### config.mk
export PLATFORM = sky130hd
export DESIGN_NAME = nbs_iou
export DESIGN_NICKNAME = d
export VERILOG_FILES = /design/src/rtl/nbs_pkg.sv /design/src/rtl/nbs_iou.sv
export SDC_FILE = /design/constraint.sdc
export NUM_CORES = 2
export LEC_CHECK = 0
export BUFFER_PORTS_ARGS = -buffer_cell sky130_fd_sc_hd__buf_2
export CORE_MARGIN = 1
export CORE_UTILIZATION = 35
export CTS_BUF_LIST = sky130_fd_sc_hd__clkbuf_8
export DETAILED_ROUTE_END_ITERATION = 12
export PLACE_DENSITY_LB_ADDON = 0.12
export SLEW_MARGIN = 5
export SYNTH_ARGS = -nofsm -noshare
export SYNTH_HDL_FRONTEND = slang
export SYNTH_SLANG_ARGS = --single-unit
### constraint.sdc
create_clock -name clk -period 9.17 [get_ports clk]
set_clock_uncertainty 0.15 [all_clocks]
set_input_delay 1.834 -clock clk [delete_from_list [all_inputs] [get_ports clk]]
set_output_delay 1.834 -clock clk [all_outputs]
set_load 0.01 [all_outputs]
### src/rtl/nbs_pkg.sv
// ----------------------------------------------------------------------------
// nbs_pkg
// Shared types and constants of the box suppressor.
// ----------------------------------------------------------------------------
package nbs_pkg;

	localparam int MAX_BOXES = 1024;
	localparam int ADDR_W    = $clog2(MAX_BOXES);
	localparam int CNT_W     = $clog2(MAX_BOXES + 1);

	localparam logic [15:0] THR_RESET = 16'd29491;

	typedef struct packed {
		logic signed [15:0] cx;
		logic signed [15:0] cy;
		logic        [14:0] w;
		logic        [14:0] h;
	} geom_t;

	typedef struct packed {
		logic [15:0] score;
		geom_t       g;
	} entry_t;

	typedef struct packed {
		logic done;
		logic suppress;
	} iou_res_t;

endpackage

### src/rtl/nbs_iou.sv
// ----------------------------------------------------------------------------
// nbs_iou
// Pipelined overlap test: intersection * 65536 > threshold * union.
// ----------------------------------------------------------------------------
module nbs_iou import nbs_pkg::*; (
	input  logic        clk,
	input  logic        arst_n,
	input  logic        start,
	input  geom_t       geo_a,
	input  geom_t       geo_b,
	input  logic [29:0] area_a,
	input  logic [15:0] thr,
	output iou_res_t    res
);

	logic signed [19:0] axl, axr, bxl, bxr, ayl, ayr, byl, byr;
	logic signed [19:0] xl, xr, yl, yr;

	logic               v_s1, v_s2, v_s3, v_s4;
	logic signed [19:0] ow_s1, oh_s1;
	logic        [29:0] areab_s1, areaa_s1, areaa_s2, areab_s2;
	logic        [33:0] inter_s2, uni_s3;
	logic        [49:0] lhs_s3, lhs_s4, rhs_s4;

	always_comb begin
		axl = ($signed({{4{geo_a.cx[15]}}, geo_a.cx}) <<< 1) - $signed({5'b0, geo_a.w});
		axr = ($signed({{4{geo_a.cx[15]}}, geo_a.cx}) <<< 1) + $signed({5'b0, geo_a.w});
		bxl = ($signed({{4{geo_b.cx[15]}}, geo_b.cx}) <<< 1) - $signed({5'b0, geo_b.w});
		bxr = ($signed({{4{geo_b.cx[15]}}, geo_b.cx}) <<< 1) + $signed({5'b0, geo_b.w});
		ayl = ($signed({{4{geo_a.cy[15]}}, geo_a.cy}) <<< 1) - $signed({5'b0, geo_a.h});
		ayr = ($signed({{4{geo_a.cy[15]}}, geo_a.cy}) <<< 1) + $signed({5'b0, geo_a.h});
		byl = ($signed({{4{geo_b.cy[15]}}, geo_b.cy}) <<< 1) - $signed({5'b0, geo_b.h});
		byr = ($signed({{4{geo_b.cy[15]}}, geo_b.cy}) <<< 1) + $signed({5'b0, geo_b.h});
		xl = (axl > bxl) ? axl : bxl;
		xr = (axr < bxr) ? axr : bxr;
		yl = (ayl > byl) ? ayl : byl;
		yr = (ayr < byr) ? ayr : byr;
	end

	always_ff @(posedge clk or negedge arst_n) begin
		if (!arst_n) begin
			v_s1 <= 1'b0;
			v_s2 <= 1'b0;
			v_s3 <= 1'b0;
			v_s4 <= 1'b0;
		end else begin
			v_s1 <= start;
			v_s2 <= v_s1;
			v_s3 <= v_s2;
			v_s4 <= v_s3;
		end
	end

	always_ff @(posedge clk) begin
		ow_s1    <= xr - xl;
		oh_s1    <= yr - yl;
		areab_s1 <= 30'(geo_b.w * geo_b.h);
		areaa_s1 <= area_a;
		if (ow_s1 < 0 || oh_s1 < 0) begin
			inter_s2 <= '0;
		end else begin
			inter_s2 <= 34'(ow_s1[16:0] * oh_s1[16:0]);
		end
		areaa_s2 <= areaa_s1;
		areab_s2 <= areab_s1;
		uni_s3   <= {2'b0, areaa_s2, 2'b0} + {2'b0, areab_s2, 2'b0} - inter_s2;
		lhs_s3   <= {inter_s2, 16'b0};
		lhs_s4   <= lhs_s3;
		rhs_s4   <= 50'(thr * uni_s3);
	end

	assign res.done     = v_s4;
	assign res.suppress = lhs_s4 > rhs_s4;

endmodule

==> impl_metrics.sql <==
INSERT INTO impl_metrics (metric_group, metric, value, unit) VALUES
('sta', 'tns', '0', 'ns'),
('finish', 'multiInputGateArea', '40500', 'um2'),
('place', 'post-dp-hpwl', '127000', 'um'),
('logic_synthesis', 'synth.net_count', '7693', ''),
('worst_hold_path', 'hold_end', 'areaa_s2[10]', ''),
('drt', 'firstDrtPassIters', '5', ''),
('place', 'io_buffers', '174', ''),
('logic_synthesis', 'library_cells_used_by_synthesis', '88', ''),
('drt', 'detail-route-antenna-nets', '0', ''),
('worst_setup_path', 'rr_worst_depth', '23', ''),
('clock_tree', 'cts.path.max_buffers', '3', ''),
('clock_tree', 'path_clk_slew', '0.07', 'ns'),
('finish', 'num-fill-cells', '15500', ''),
('flow_run', 'maxCapViolations', '0', ''),
('worst_setup_path', 'timing.critical_path.from_type', 'input pin', ''),
('sta', 'setup_viol_count_final', '0', ''),
('clock_tree', 'cts.root.buffer_cell', 'clkbuf_8', ''),
('sta', 'normalized_max_slew_margin', '31.8', '%'),
('sta', 'worstMarginPinSlew', '1.02', 'ns'),
('finish', 'nNetsFinal', '7802', ''),
('logic_synthesis', 'synth-seq-cells', '345', ''),
('logic_synthesis', 'synth-seq-area-share', '13.0', '%'),
('drt', 'drc', '0', ''),
('logic_synthesis', 'synth.cell_area', '53100', 'um2'),
('logic_synthesis', 'synthCells', '6037', ''),
('status', 'run_status', 'finished, final reports clean', ''),
('sta', 'period_minus_slack', '8.35', 'ns'),
('floorplanning', 'placement_rows', '142', ''),
('clock_tree', 'clk-insertion-delay-late', '0.66', 'ns'),
('floorplanning', 'core', '150000', 'um2'),
('worst_hold_path', 'hold_path_depth', '0', ''),
('worst_setup_path', 'crit_slowest_cell', 'fa_1', ''),
('worst_setup_path', 'worst_r2r_startpoint', 'uni_s3[16]', ''),
('sta', 'rsz0062_at_grt', 'no', ''),
('logic_synthesis', 'postSynth.asyncResetShare', '1.16', '%'),
('sta', 'final_min_period_over_clock_period', '91.1', '%'),
('worst_setup_path', 'timing.critical_path.arrival', '8.69', 'ns'),
('logic_synthesis', 'synthesis.yosys.warnings', '0', ''),
('clock_tree', 'numCtsBuffers', '53', ''),
('drt', 'viasPerCell', '4.75', ''),
('worst_setup_path', 'critical_path.endpoint_type', 'flip-flop', ''),
('floorplanning', 'die_h', '392', 'um'),
('worst_setup_path', 'crit_buf_inv', '2', ''),
('place', 'place_congestion', '0.882', ''),
('worst_setup_path', 'setup.worst_path.start', 'geo_a[0]', ''),
('worst_setup_path', 'ff2ff_setup_slack', '1.87', 'ns'),
('logic_synthesis', 'synth_top_flop_cell', 'dfxtp_1', ''),
('worst_hold_path', 'hold_path_class', 'reg -> reg', ''),
('global_route', 'grt_antenna_before_repair', '12', ''),
('floorplanning', 'die-area', '153000', 'um2'),
('clock_tree', 'post_cts.resized_instances', '0', ''),
('worst_setup_path', 'timing.critical_path.mode_cell', 'o21ai_0', ''),
('drt', 'routed_wirelength', '150000', 'um'),
('finish', 'synthToLayoutAreaGrowth', '8.52', '%'),
('clock_tree', 'cts-htree-levels', '2', ''),
('global_route', 'grt_overflow', '0', ''),
('drt', 'dr.first_iter.drc_count', '1717', ''),
('global_route', 'grt_pass1_vias', '41500', ''),
('sta', 'fmax', '0.120', 'GHz'),
('worst_setup_path', 'critical-path-max-stage-delay', '0.64', 'ns'),
('clock_tree', 'postCtsSetupRepairBufs', '0', ''),
('floorplanning', 'floorplan.io_pins', '175', ''),
('drt', 'num_vias', '39000', ''),
('sta', 'hold_viol', '0', ''),
('floorplanning', 'fp.dieW', '392', 'um'),
('worst_setup_path', 'worst_r2r_endpoint', 'rhs_s4[43]', ''),
('worst_setup_path', 'worst-path-max-fanout', '5', ''),
('finish', 'final_common_cell', 'inv_1', ''),
('finish', 'final_cell_mix', '1,299 x inv_1, 877 x fa_1, 814 x nand2_1, 606 x ha_1, 341 x dfxtp_1', ''),
('finish', 'final_layout_size_suffix_gt1_share', '6.66', '%'),
('sta', 'timing.final.max_slew_violations', '0', '');
==> layer usage <==
metal / wire [um] / up-vias / global-route usage [%]
met3: 5790 / 154 / 1.82
met2: 71600 / 726 / 34.8
met1: 70200 / 19300 / 27.5
li1: - / 18800 / -
met5: 53 / - / 0
met4: 2730 / 8 / 3.75
==> cells in the mapped netlist (17+ instances only) <==
master / n / area share (%)
a211oi_1: 19 / 0.27
a21o_1: 103 / 1.5
a21oi_1: 218 / 2.1
a31oi_1: 17 / 0.20
and2_1: 289 / 3.4
and3_1: 29 / 0.34
clkbuf_1: 199 / 1.4
dfxtp_1: 341 / 13
fa_1: 877 / 33
ha_1: 606 / 14
inv_1: 1291 / 9.1
mux2i_1: 58 / 1.1
nand2_1: 814 / 5.8
nand2b_1: 40 / 0.47
nand3_1: 48 / 0.45
nand4_1: 30 / 0.35
nor2_1: 262 / 1.9
nor2b_1: 68 / 0.80
nor3_1: 50 / 0.47
o21a_1: 39 / 0.55
o21ai_0: 107 / 1.0
o21bai_1: 25 / 0.35
or3_1: 21 / 0.25
xnor2_1: 191 / 3.2
xor2_1: 57 / 0.94
==> cell type report <==
cell class	instances	share of cell area [%]
Sequential cell	345	12.0
Tap cell	2016	4.38
Multi-Input combinational cell	4187	70.3
Clock buffer	68	1.62
Inverter	1293	8.42
Antenna cell	2	0.00868
Timing Repair Buffer	266	2.73
Clock inverter	29	0.508
==> worst max path at each step <==
stage / endpoint / slack (ns) / cells past startpoint
after floorplan: ow_s1[16] / 1.08 / 35
after CTS: ow_s1[16] / 0.95 / 31
after global placement: oh_s1[15] / 0.29 / 30
final: oh_s1[16] / 0.82 / 29
after global routing: oh_s1[14] / 0.04 / 31
after detailed placement: rhs_s4[36] / 0.27 / 21
==> kinds of logic (layout without fill, tap and decap cells) <==
family                   count (synthesis)  after routing  synth area share [%]
AO/OA/AOI/OAI                          692            692                  8.67
other                                    0              2                     0
multiplexers                            73             73                  1.41
AND/OR/NAND/NOR                       1691           1691                  14.7
XOR/XNOR                               248            248                  4.09
buffers and inverters                 1505           1656                  10.7
flip-flops                             345            345                  13.0
adder cells (fa/ha/maj)               1483           1483                  47.3
==> flip-flops by register name, indices dropped and copies added (netlist names), 30 cells and up <==
| name | flops |
|---|---|
| areaa_s1 | 30 |
| areaa_s2 | 30 |
| areab_s1 | 30 |
| areab_s2 | 30 |
| inter_s2 | 34 |
| lhs_s3 | 33 |
| lhs_s4 | 34 |
| rhs_s4 | 50 |
| uni_s3 | 34 |
==> through the flow <==
step	utilization (%)	setup WS [ns]	hold WS, ns	cell area, um2	instances
floorplan	-	1.08	0.160	53100	6037
global placement	37.6	0.291	0.160	56400	8107
detailed placement	37.6	0.272	0.162	56400	8107
CTS	38.4	0.953	0.168	57600	8204
global route	38.4	0.0367	0.167	57600	8205
finish	38.4	0.818	0.162	57600	8206
Power is not shown: default switching activity piles up to over one toggle a cycle in this logic, so the estimate is an artifact.
